==> config.mk <==
export PLATFORM = sky130hd
export DESIGN_NAME = dtc_sort
export DESIGN_NICKNAME = d
export VERILOG_FILES = /design/src/rtl/dtc_pkg.sv /design/src/rtl/dtc_sort.sv
export SDC_FILE = /design/constraint.sdc
export NUM_CORES = 1
export LEC_CHECK = 0
export ABC_AREA = 1
export BUFFER_PORTS_ARGS = -buffer_cell sky130_fd_sc_hd__buf_2
export CAP_MARGIN = 0
export CORE_UTILIZATION = 55
export CTS_CLUSTER_DIAMETER = 100
export DETAILED_ROUTE_END_ITERATION = 7
export MAX_ROUTING_LAYER = met4
export PLACE_DENSITY = 0.83
export SYNTH_ARGS = -nofsm -noshare
export SYNTH_HDL_FRONTEND = slang
export SYNTH_SLANG_ARGS = --single-unit
export TNS_END_PERCENT = 50
==> constraint.sdc <==
create_clock -name clk -period 7.18 [get_ports clk]
set_clock_uncertainty 0.15 [all_clocks]
set_input_delay 1.436 -clock clk [delete_from_list [all_inputs] [get_ports clk]]
set_output_delay 1.436 -clock clk [all_outputs]
set_load 0.02 [all_outputs]
==> src/rtl/dtc_pkg.sv <==
package dtc_pkg;

  // Default configuration of the block.
  localparam int MAX_ENTRIES_DEF = 64;
  localparam int SIDE_WIDTH_DEF  = 31;

  // Width of the count field in the result beat.
  localparam int COUNT_OUT_W = 7;

  // Control bits that travel with a triple down the cell chain.
  typedef struct packed {
    logic valid;  // the stage holds a triple
    logic last;   // the triple closes its set
    logic live;   // the triple is still unplaced and unmatched
  } dtc_ctl_t;

endpackage

==> src/rtl/dtc_sort.sv <==
module dtc_sort
  import dtc_pkg::*;
#(
  parameter int SIDE_WIDTH = SIDE_WIDTH_DEF
) (
  input  logic                  clk,
  input  logic                  rst,
  input  logic                  en,
  input  logic                  in_valid,
  input  logic                  in_last,
  input  logic [SIDE_WIDTH-1:0] side_a,
  input  logic [SIDE_WIDTH-1:0] side_b,
  input  logic [SIDE_WIDTH-1:0] side_c,
  output dtc_ctl_t              ctl,
  output logic [SIDE_WIDTH-1:0] lo,
  output logic [SIDE_WIDTH-1:0] mid,
  output logic [SIDE_WIDTH-1:0] hi
);

  logic [SIDE_WIDTH-1:0] a1, b1, b2, c2, a3, b3;

  // Three compare-exchange steps put the sides in ascending order.
  always_comb begin
    a1 = (side_a > side_b) ? side_b : side_a;
    b1 = (side_a > side_b) ? side_a : side_b;
    b2 = (b1 > side_c) ? side_c : b1;
    c2 = (b1 > side_c) ? b1 : side_c;
    a3 = (a1 > b2) ? b2 : a1;
    b3 = (a1 > b2) ? a1 : b2;
  end

  always_ff @(posedge clk) begin
    if (rst) begin
      ctl <= '0;
    end else if (en) begin
      ctl.valid <= in_valid;
      ctl.last  <= in_last;
      ctl.live  <= in_valid;
    end
  end

  always_ff @(posedge clk) begin
    if (en) begin
      lo  <= a3;
      mid <= b3;
      hi  <= c2;
    end
  end

endmodule

==> load_flow_metrics.sql <==
INSERT INTO impl_metrics (metric_group, metric, value, unit) VALUES
('synth', 'number_of_synthesized_flops_with_an_enable_pin', '93', ''),
('floorplanning', 'num_io_pins', '194', ''),
('synth', 'synth_seq_cells', '95', ''),
('pwr', 'power_report.internal_total', '1590', 'uW'),
('clocking', 'cts_tree', 'built', ''),
('final_layout', 'fraction_of_the_core_area_covered_by_cells_at_the_end_of_the_flow', '69.2', '%'),
('setup_path', 'r2r_start', 'ctl[0]', ''),
('synth', 'synth_top_cells_by_count', 'sky130_fd_sc_hd__nand2_1, sky130_fd_sc_hd__inv_1, sky130_fd_sc_hd__o21ai_0', ''),
('clocking', 'htree_levels', '3', ''),
('setup_path', 'critPathKind', 'input pin to flip-flop', ''),
('clocking', 'cts_root_buf', 'sky130_fd_sc_hd__clkbuf_16', ''),
('final_layout', 'sequential_cell_area', '2830', 'um2'),
('routing', 'via_count', '7381', ''),
('pwr', 'power.share.clock', '20.3', '%'),
('routing', 'vias_per_cell', '5.40', ''),
('synth', 'yosysWarningCount', '0', ''),
('routing', 'drcViolationCount', '0', ''),
('timing', 'tns', '0', 'ns'),
('clocking', 'cts-root-to-sink-buffers', '2', ''),
('setup_path', 'cp_slowest_cell', 'sky130_fd_sc_hd__buf_4', ''),
('timing', 'highest_clock_frequency_the_design_can_meet', '147', 'MHz'),
('synth', 'syn_avg_cell_area', '7.51', 'um2'),
('global_route', 'largest_net_degree_at_the_start_of_global_routing', '97', ''),
('setup_path', 'critPathLaunchType', 'input pin', ''),
('final_layout', 'flow.area_growth_from_synthesis', '22.3', '%'),
('place', 'gp_congestion', '0.932', ''),
('synth', 'synthDistinctLibCells', '31', ''),
('setup_path', 'critPathMaxFanout', '30', ''),
('final_layout', 'drive_gt1_share', '21.7', '%'),
('synth', 'synthCells', '1000', ''),
('setup_path', 'crit-reg2reg-capture', 'ctl[0]', ''),
('place', 'detailedPlace.worstSlack', '-0.174', 'ns'),
('timing', 'report.final.slew_viol_count', '0', ''),
('setup_path', 'cp_num_buf_inv', '6', ''),
('floorplanning', 'core-area', '13300', 'um2'),
('setup_path', 'crit_cells', '35', ''),
('place', 'postPlaceCellArea', '8750', 'um2'),
('setup_path', 'timing.critical_path.mode_cell', 'sky130_fd_sc_hd__nand2_1', ''),
('final_layout', 'layout.cell_area.non_filler', '9190', 'um2'),
('pwr', 'switching_share', '40.4', '%'),
('timing', 'unrepaired_setup_endpoints_after_global_routing', 'false', ''),
('synth', 'netlist.top_cell.by_area', 'sky130_fd_sc_hd__edfxtp_1', ''),
('flow_run', 'maximum_capacitance_violations', '0', ''),
('timing', 'period_needed', '6.79', 'ns'),
('floorplanning', 'start_util', '56.5', '%'),
('timing', 'hold_violations', '0', ''),
('place', 'place.port_buffers', '193', ''),
('pwr', 'cellPowerDensity', '290', 'nW/um2'),
('setup_path', 'worst_setup_path_startpoint', 'side_b[22]', ''),
('place', 'dpl.hpwl', '14700', 'um'),
('pwr', 'pwr-share-comb', '47.5', '%'),
('clocking', 'cts.clk_slew.worst_paths', '0.06', 'ns'),
('pwr', 'power_switching', '1080', 'uW'),
('routing', 'wire_per_inst', '14.5', 'um'),
('setup_path', 'max_stage_delay', '0.32', 'ns'),
('status', 'outcome', 'finished, final reports clean', ''),
('place', 'post-place-cells', '1349', ''),
('clocking', 'worst_skew_pair.late_latency', '0.35', 'ns'),
('clocking', 'cts_sinks', '95', ''),
('routing', 'ant_nets', '0', ''),
('routing', 'drt_pre_antenna_iters', '6', ''),
('pwr', 'seqPwrFrac', '32.2', '%'),
('setup_path', 'required', '7.13', 'ns'),
('global_route', 'antenna_violations_before_repair', '0', ''),
('setup_path', 'worst-endpoint-arrival', '6.73', 'ns'),
('synth', 'synth.most_common_cell', 'sky130_fd_sc_hd__nand2_1', ''),
('pwr', 'power.leakage', '0.00479', 'uW'),
('synth', 'asyncSetResetFlopFracSynth', '0', '%'),
('final_layout', 'multiInputGateArea', '4060', 'um2'),
('global_route', 'grt_pass1_vias', '6442', ''),
('timing', 'timing.slew.headroom', '17.4', '%');
==> per-stage QoR <==
| stage | hold WS [ns] | total power, uW |
|---|---|---|
| after floorplan | 0.380 | 1700 |
| after global placement | 0.295 | 2060 |
| after detailed placement | 0.306 | 2080 |
| after CTS | 0.314 | 2630 |
| after global routing | 0.345 | 2830 |
| final | 0.307 | 2670 |
==> timing repair <==
item	CTS	global route
setup endpoints to repair	0	62
setup buffers	0	1
hold buffers	0	0
endpoints found under the hold margin	0	0
resized for setup	0	32
==> placed cells by master, fill, tap and decap left out, types with 7 or more instances in the layout <==
cell	count
sky130_fd_sc_hd__a21oi_1	60
sky130_fd_sc_hd__a21oi_2	7
sky130_fd_sc_hd__buf_2	192
sky130_fd_sc_hd__buf_4	20
sky130_fd_sc_hd__clkbuf_16	10
sky130_fd_sc_hd__edfxtp_1	93
sky130_fd_sc_hd__ha_1	92
sky130_fd_sc_hd__inv_1	122
sky130_fd_sc_hd__nand2_1	320
sky130_fd_sc_hd__nand3_1	71
sky130_fd_sc_hd__nand4_1	11
sky130_fd_sc_hd__nor2_1	51
sky130_fd_sc_hd__o21ai_0	86
sky130_fd_sc_hd__o21ai_1	8
==> kinds of logic after synthesis <==
group,Yosys count,share of synthesized area (%)
compound gates,175,12.1
fa+ha+maj,92,15.3
buf+inv,169,9.32
flops,95,37.7
simple gates,469,25.6
==> worst reg2reg max path: stages (launching register included) <==
cell                      delay (ns)
sky130_fd_sc_hd__dfxtp_1        0.34
sky130_fd_sc_hd__nand2_1        0.06
sky130_fd_sc_hd__a21oi_1        0.12
==> power groups by stage <==
stage | sequential (uW) | clock (uW) | combinational [uW]
floorplan | 1050 | 0 | 652
global placement | 870 | 0 | 1190
detailed placement | 867 | 0 | 1210
CTS | 858 | 544 | 1220
global route | 869 | 564 | 1400
finish | 859 | 543 | 1270
==> worst min-delay path by stage <==
stage,startpoint,to,depth (start not counted)
after floorplan,ctl[1],ctl[1],2
after global placement,ctl[1],ctl[1],2
after detailed placement,ctl[1],ctl[1],2
after CTS,ctl[1],ctl[1],2
after global routing,ctl[1],ctl[1],2
final,ctl[1],ctl[1],2
==> layout make-up <==
type                    instances  area share (%)
clock buffers                  10            2.49
clock inverters                 5            1.06
inverters                     124            5.12
multi-input cells             736            44.1
flip-flops and latches         95            30.8
well taps                     176            2.40
repair buffers                220            14.0
repair inverters                1          0.0544
==> state kept, by name, summed over array words and instances, names as in the netlist <==
register	cells
lo	31
ctl	2
mid	31
hi	31
==> routing by layer <==
layer | GRT usage [%] | part of all wire, % | up-vias
met5 | - | 0 | -
met4 | 11.1 | 3.2 | 0
met3 | 2.92 | 8.1 | 52
met2 | 43.8 | 44 | 378
met1 | 38.9 | 44 | 3252
li1 | - | - | 3699
Power figures use the tool's default switching activity.
