**src/rtl/dtc_pkg.sv**
```systemverilog
package dtc_pkg;

  // Default configuration of the block.
  localparam int MAX_ENTRIES_DEF = 64;
  localparam int SIDE_WIDTH_DEF  = 31;

  // Width of the count field in the result beat.
  localparam int COUNT_OUT_W = 7;

  // Control bits that travel with a triple down the cell chain.
  typedef struct packed {
    logic valid;  // the stage holds a triple
    logic last;   // the triple closes its set
    logic live;   // the triple is still unplaced and unmatched
  } dtc_ctl_t;

endpackage

```
**src/rtl/dtc_cell.sv**
```systemverilog
module dtc_cell
  import dtc_pkg::*;
#(
  parameter int SIDE_WIDTH = SIDE_WIDTH_DEF,
  parameter int COUNT_W    = COUNT_OUT_W
) (
  input  logic                  clk,
  input  logic                  rst,
  input  logic                  en,
  input  dtc_ctl_t              ctl_in,
  input  logic [SIDE_WIDTH-1:0] lo_in,
  input  logic [SIDE_WIDTH-1:0] mid_in,
  input  logic [SIDE_WIDTH-1:0] hi_in,
  input  logic [COUNT_W-1:0]    cnt_in,
  output dtc_ctl_t              ctl_out,
  output logic [SIDE_WIDTH-1:0] lo_out,
  output logic [SIDE_WIDTH-1:0] mid_out,
  output logic [SIDE_WIDTH-1:0] hi_out,
  output logic [COUNT_W-1:0]    cnt_out
);

  logic                  held;
  logic [SIDE_WIDTH-1:0] held_lo, held_mid, held_hi;
  logic                  match, take, held_after;

  // A live triple either matches this cell's entry, claims the cell if it
  // is empty, or moves on. Cells fill in order, so a later triple always
  // sees what an earlier one left behind.
  always_comb begin
    match      = held && ctl_in.valid && ctl_in.live &&
                 held_lo == lo_in && held_mid == mid_in && held_hi == hi_in;
    take       = ctl_in.valid && ctl_in.live && !held;
    held_after = held || take;
  end

  always_ff @(posedge clk) begin
    if (rst) begin
      held    <= 1'b0;
      ctl_out <= '0;
    end else if (en) begin
      ctl_out.valid <= ctl_in.valid;
      ctl_out.last  <= ctl_in.last;
      ctl_out.live  <= ctl_in.live && !match && !take;
      // The closing triple is counted first, then the entry is freed.
      if (ctl_in.valid && ctl_in.last) begin
        held <= 1'b0;
      end else if (take) begin
        held <= 1'b1;
      end
    end
  end

  always_ff @(posedge clk) begin
    if (en) begin
      lo_out  <= lo_in;
      mid_out <= mid_in;
      hi_out  <= hi_in;
      cnt_out <= cnt_in + {{(COUNT_W-1){1'b0}}, held_after};
      if (take) begin
        held_lo  <= lo_in;
        held_mid <= mid_in;
        held_hi  <= hi_in;
      end
    end
  end

endmodule

```
**config.mk**
```make
export PLATFORM = sky130hd
export DESIGN_NAME = dtc_cell
export DESIGN_NICKNAME = d
export VERILOG_FILES = /design/src/rtl/dtc_pkg.sv /design/src/rtl/dtc_cell.sv
export SDC_FILE = /design/constraint.sdc
export NUM_CORES = 1
export LEC_CHECK = 0
export ABC_CLOCK_PERIOD_IN_PS = 11900
export BUFFER_PORTS_ARGS = -buffer_cell sky130_fd_sc_hd__buf_4
export CORE_MARGIN = 5
export CORE_UTILIZATION = 30
export DETAILED_ROUTE_END_ITERATION = 8
export SYNTH_ARGS = -nofsm -noshare
export SYNTH_HDL_FRONTEND = slang
export SYNTH_SLANG_ARGS = --single-unit
```
**constraint.sdc**
```tcl
create_clock -name clk -period 11.9 [get_ports clk]
set_input_delay 1.19 -clock clk [delete_from_list [all_inputs] [get_ports clk]]
set_output_delay 1.19 -clock clk [all_outputs]
set_load 0.02 [all_outputs]
```
==> results of run 1 <==
==> logic make-up after synthesis <==
group / count (synthesis) / synth area share
buffers and inverters: 7 / 0.00386
DFF: 197 / 0.825
and+or+nand+nor: 49 / 0.0422
adders and majority gates: 2 / 0.00351
AOI/OAI and AO/OA: 13 / 0.0148
muxes: 2 / 0.00281
xor gates and xnor gates: 88 / 0.108
==> routing by layer <==
metal  vias to the layer above  part of all wire
met1                      1887              0.42
li1                       1832                 -
met2                       153              0.48
met5                         -                 0
met3                        16             0.087
met4                         0             0.013
==> cell usage in the layout, fill, tap and decap left out <==
cell,count
clkbuf_16,17
buf_4,211
nand3_1,2
a211o_1,1
clkinvlp_4,3
a21oi_1,2
ha_1,2
and4_1,1
dfxtp_1,4
inv_6,4
o211ai_1,1
xor2_1,34
edfxtp_1,193
a31oi_1,1
nand2b_1,5
nor3b_2,1
nor4_1,11
o22ai_1,1
o31a_1,1
a2111oi_0,1
nand2_1,1
o2111ai_1,1
inv_8,1
a2111o_1,2
and3_1,2
nor2_1,3
clkbuf_1,1
a311oi_1,1
inv_1,6
nand4_1,16
clkinv_2,4
bufinv_16,2
and2b_2,1
xnor2_1,54
o221ai_1,1
nor2b_1,6
mux2i_1,2
==> final timing paths <==
path | from | to | slack [ns] | cells past startpoint
worst max register to register | held_lo[4] | ctl_out[0] | 9.87 | 5
worst min register to register | ctl_out[1] | ctl_out[1] | 0.52 | 2
worst max-delay path | en | ctl_out[0] | 9.32 | 6
worst min-delay path | ctl_out[1] | ctl_out[1] | 0.52 | 2
==> critical path: cells and delay by family <==
| family | cells | cell delay [ns] |
|---|---|---|
| buffers and inverters | 1 | 0.47 |
| and+or+nand+nor | 3 | 0.82 |
| AOI/OAI and AO/OA | 2 | 0.37 |
==> stage by stage <==
stage / hold slack, ns / power [mW]
floorplan: 0.533 / 0.897
global placement: 0.485 / 0.990
detailed placement: 0.501 / 0.994
CTS: 0.520 / 1.57
global route: 0.537 / 1.62
finish: 0.516 / 1.55
==> sequential cells by signal, indices dropped and copies added, names as in the netlist, 3 cells and up <==
| signal | count |
|---|---|
| held_mid | 31 |
| held_hi | 31 |
| held_lo | 31 |
| mid_out | 31 |
| cnt_out | 7 |
| ctl_out | 3 |
| lo_out | 31 |
| hi_out | 31 |
==> power groups by stage <==
stage | clock (mW) | sequential (mW) | combinational, mW
floorplan | 0 | 0.870 | 0.0271
global placement | 0 | 0.832 | 0.158
detailed placement | 0 | 0.833 | 0.162
CTS | 0.593 | 0.817 | 0.162
global route | 0.625 | 0.820 | 0.170
finish | 0.576 | 0.817 | 0.158
==> synthesized netlist by cell type, types with 2 or more instances <==
master	instances	area, um^2
a2111o_1	2	22.5
a21oi_1	2	10.0
and3_1	2	12.5
dfxtp_1	4	80.1
edfxtp_1	193	5800
ha_1	2	25.0
inv_1	6	22.5
mux2i_1	2	20.0
nand2b_1	5	31.3
nand3_1	2	10.0
nand4_1	16	100
nor2_1	3	11.3
nor2b_1	6	37.5
nor4_1	11	68.8
xnor2_1	54	473
xor2_1	34	298
==> layout make-up <==
class / count / area [um^2]
repair buffers: 211 / 1580
clock inverters: 14 / 149
fillers: 2134 / 13700
multi-input cells: 154 / 1230
flip-flops and latches: 197 / 5880
clock buffers: 18 / 429
inverters: 6 / 22.5
well taps: 319 / 399
==> results.md, run 1 <==
* Setup TNS at 0 ns
* Internal power at 1.19 mW
* WP data arrival at 2.90 ns
* CTS tree: yes
* Area Overhead vs Synth at 36.0%
* Seq cells post-synth at 197
* Cts repair resizes at 0
* Total placed instance area at 9110 um^2
* Full die area at 26,900 um^2
* Critical Path Sink Type: flop
* Routed Antenna Nets at 0
* Clk pin slew, worst setup/hold paths at 0.08 ns
* Max Freq at 0.387 GHz
* Post-DP HPWL at 11,400 um
* Drt initial violations at around 200
* Worst rel slew slack at 0.466
* Reg power frac at 0.527
* Sequential share of the synthesized area at 0.825
* Area of the mapped netlist at between 7000 and 8000 um^2
* Total GRT Usage at 0.115
* # rows at 56
* Post-synth cell types at 30
* H-tree Lvls at 4
* 1st-pass router iterations at 5
* Hold Vio Cnt, Final at 0
* Tcrit/Tclk final at 0.217
* Worst-Margin Slew at about 0.78 ns
* Final Util at 0.414
* GR Overflow Total at 0
* Post-synth EDFFs at approximately 190
* Most common flop cell mapped by yosys: edfxtp_1
* # IOs at 209
* Sw frac at 0.233
* Most Crowded Layer GR: met2
* First-pass GRT wire length at 23,800 um
* Cells along the critical path: buf_4 > nand2b_1 > o221ai_1 > nor4_1 > nand4_1 > o31a_1
* Hold crit path type: flop to flop
* Critical path required time at 12.22 ns
* Clk sinks at 197
* WS Path Type: input port to flop
* Initial Util at 0.304
* Vias in the first global route at 4,221
* Comb pwr share at 0.102
* Final net count at 695
* Startpoint types: input port
* Tmin final at 2.58 ns
* Crit path max fanout at 48
* DRC errors left at 0
* Post-CTS Hold Buffers at 0
* Syn Inst Count at 358
* RSZ-0062 raised after global routing: no
* Met2 usage at 0.183
* Vias per cell at between 4 and 5
* Initial antenna violation count at 0
* Core Footprint at ~23,000 um^2
* Clock Skew at 0.00865 ns
* Ys async rst share at 0
* CP max stage delay at 0.47 ns
* Vias at 3,888
* Ant. Diodes at 0
* Static leakage at 3.57 nW
* WL final at 15,500 um
* CTS buffer count at 17
* Deepest clock path buffer count at 2
* CP max-delay cell: buf_4
* Setup bufs post-CTS at 0
* Fin. max-slew vios at 0
* GPL Wtd Cong at 0.734
* Psw at 0.362 mW
* Die Span X at 164 um
* Max cap viols at 0
* Synth Net Count at ~470
* IR Drop Worst-Case VDD at 0.0835 mV
* DIE HEIGHT at 164 um
* Post-Layout Cell Count at 919
* IO Port Bufs at 208
* Ys Warns at 0
* Grt met1 use at 0.147
* Syn avg cell area at between 15 and 20 um^2
* Clk pwr share at 0.371
* Setup ws final at ~9.3 ns
* Pwr Density at 160 nW/um^2
* # setup viols final at 0
* Worst-Skew Late Latency at between 0.4 and 0.5 ns
* Wirelength per Cell at 16.9 um
* Status: finished clean
* Largest net degree at the start of global routing at 61
* GR Layer Usage met3 at 0.0396
* CTS Root Cell: clkbuf_16
* Inst Count DP at between 800 and 900
* Share of cells above drive strength 1 at 0.407
* Final Cell Area at 9690 um^2
* Dpl ws at 8.83 ns
No activity file was read; power rests on OpenSTA's default activity.
==> run 2, diff against run 1 <==
ABC_CLOCK_PERIOD_IN_PS = 2100   (was 11900)
clock period = 2.1 ns   (was 11.9 ns; I/O delays follow)
==> run 2 against run 1 <==
Power grew to 5.8 times the previous value. Final area grew 11%. Critical path depth grew 1. Die area is the same. Largest cell class unchanged. Largest power group unchanged.
==> results.md, run 2 (same netlist as run 1, synthesis figures left out) <==
* Status: finished clean
* Layout filler cell count at 2,060 (-3.5%)
* RSZ-0062 raised after global routing: no
* # IOs at 209 (unchanged)
* Vias at 4,312 (+11%)
* Full die area at 26,900 um^2 (unchanged)
* Initial Util at 0.304 (unchanged)
* Ant. Diodes at 0 (unchanged)
* Area Overhead vs Synth at 50.6%
* Die Span X at 164 um (unchanged)
* Critical Path Sink Type: flop
* IR Drop Worst-Case VDD at 0.418 mV (+400%)
* Critical path required time at 2.41 ns (-9.81 ns)
* Worst rel slew slack at 0.661 (+0.195)
* Initial antenna violation count at 0 (unchanged)
* Post-CTS Hold Buffers at 95 (+95)
* # rows at 56 (unchanged)
* Final net count at 794 (+14%)
* Clk pin slew, worst setup/hold paths at 0.06 ns (-0.02 ns)
* DIE HEIGHT at 164 um (unchanged)
* Max Freq at 0.543 GHz
* IO Port Bufs at 208 (unchanged)
* Post-Layout Cell Count at 1,018 (+11%)
* CTS tree: yes
* Startpoint types: input port
* WP data arrival at 2.15 ns (-0.75 ns)
* Total placed instance area at 9200 um^2 (+0.96%)
* Static leakage at 4.02 nW (+13%)
* Max cap viols at 0 (unchanged)
* Final Cell Area at 10,700 um^2 (+11%)
* DRC errors left at 0 (unchanged)
* Hold wc startpoint: ctl_in[1]
* Tmin final at 1.84 ns
* GPL Wtd Cong at 0.733 (-0.15%)
* Core Footprint at 23,400 um^2 (unchanged)
* Wirelength per Cell at 16.2 um (-4.3%)
* CTS buffer count at 17 (unchanged)
* Setup ws final at 0.257 ns (-9.06 ns)
* WL final at 16,500 um (+6.0%)
* Worst-Skew Late Latency at 0.42 ns (about the same)
* Tcrit/Tclk final at 0.878
* Cells along the critical path: dlygate4sd3_1 > buf_4 > xnor2_1 > nand4_1 > nor4_1 > nand4_1 > o31a_1
* Worst-Margin Slew at 0.504 ns (-0.277 ns)
* Crit path max fanout at 3 (-94%)
* Cts repair resizes at 0 (unchanged)
* # setup viols final at 0 (unchanged)
* CP max-delay cell: dlygate4sd3_1
* Drt initial violations at 203 (unchanged)
* Routed Antenna Nets at 0 (unchanged)
* Hold Vio Cnt, Final at 0 (unchanged)
* Post-DP HPWL at 11,300 um (-0.40%)
* First-pass GRT wire length at 25,700 um (+7.8%)
* Total GRT Usage at 0.124 (+0.00937)
* Worst reg2reg path endpoint: ctl_out[0]
* Vias per cell at 4.24 (+0.12%)
* Inst Count DP at 891 (+0.45%)
* Dpl ws at 0.194 ns (-8.64 ns)
* Clk sinks at 197 (unchanged)
* H-tree Lvls at 4 (unchanged)
* Clock Skew at 0.00969 ns (+0.00104 ns)
* Hold crit path type: input port to flop
* Hold Path Stages at 3 (+1)
* Worst R2R Setup Slack at 0.36 ns (-9.51 ns)
* Commonest cells after routing, fill and taps aside: 211 x buf_4, 193 x edfxtp_1, 95 x dlygate4sd3_1, 54 x xnor2_1, 34 x xor2_1
* Share of cells above drive strength 1 at 0.352 (-0.0547)
* 1st-pass router iterations at 4 (-1)
* Deepest clock path buffer count at 2 (unchanged)
* Fin. max-slew vios at 0 (unchanged)
* Most common cell on crit path: nand4_1
* CP max stage delay at 0.54 ns (+0.07 ns)
* Most common cell after layout, fill and taps aside: buf_4
* Vias in the first global route at 4,661 (+10%)
* WS Path Type: input port to flop
* CTS Root Cell: clkbuf_16
* Largest net degree at the start of global routing at 62 (+1.6%)
* GR Overflow Total at 0 (unchanged)
* Setup bufs post-CTS at 0 (unchanged)
* Worst R2R Start: held_mid[30]
* Pwr Density at 833 nW/um^2 (+420%)
* Min-Delay Endpoint: ctl_out[1]
* Reg2Reg Depth at 5 (unchanged)
[run 2: layout make-up]
cell class | instances | area, um^2 | share of cell area
Clock inverter | 14 | 156 | 0.0146
Inverter | 6 | 22.5 | 0.00210
Clock buffer | 18 | 429 | 0.0400
Timing Repair Buffer | 310 | 2620 | 0.244
Sequential cell | 197 | 5880 | 0.548
Multi-Input combinational cell | 154 | 1230 | 0.115
Tap cell | 319 | 399 | 0.0372
[run 2: metal layers]
layer  track usage  wire length (um)  part of all wire
met1         0.153              6740              0.41
met2         0.210              8460              0.51
met3        0.0414              1160             0.070
met4        0.0305                99            0.0060
met5             0                 0                 0
[run 2: stage by stage]
| step | hold WS, ns | power [mW] | TNS (ns) | util |
|---|---|---|---|---|
| after floorplan | 0.281 | 5.08 | -98.07 | - |
| after global placement | 0.410 | 5.63 | 0 | 0.393 |
| after detailed placement | 0.407 | 5.65 | 0 | 0.393 |
| after CTS | 0.0311 | 9.06 | 0 | 0.459 |
| after global routing | 0.0491 | 9.35 | 0 | 0.459 |
| final | 0.0541 | 8.94 | 0 | 0.459 |
[run 2: how the worst max path moves through the flow]
stage / startpoint / endpoint / slack, ns / cells after the start
after floorplan: held / held_hi[0] / -1.05 / 1
after global placement: held_mid[11] / ctl_out[0] / 0.21 / 5
after detailed placement: held_hi[28] / ctl_out[0] / 0.19 / 5
after CTS: hi_in[28] / ctl_out[0] / 0.11 / 7
after global routing: mid_in[11] / ctl_out[0] / 0.01 / 7
final: mid_in[30] / ctl_out[0] / 0.26 / 7
[run 2: critical path, delay by kind of cell]
family | cells | cell delay [ns]
XOR/XNOR | 1 | 0.15
AND/OR/NAND/NOR | 3 | 0.76
buffers and inverters | 2 | 0.69
AO/OA/AOI/OAI | 1 | 0.35
[run 2: where the power goes]
part           switching (mW)  internal, mW
clock network            1.38          1.87
logic                   0.529         0.535
registers              0.0711          4.56
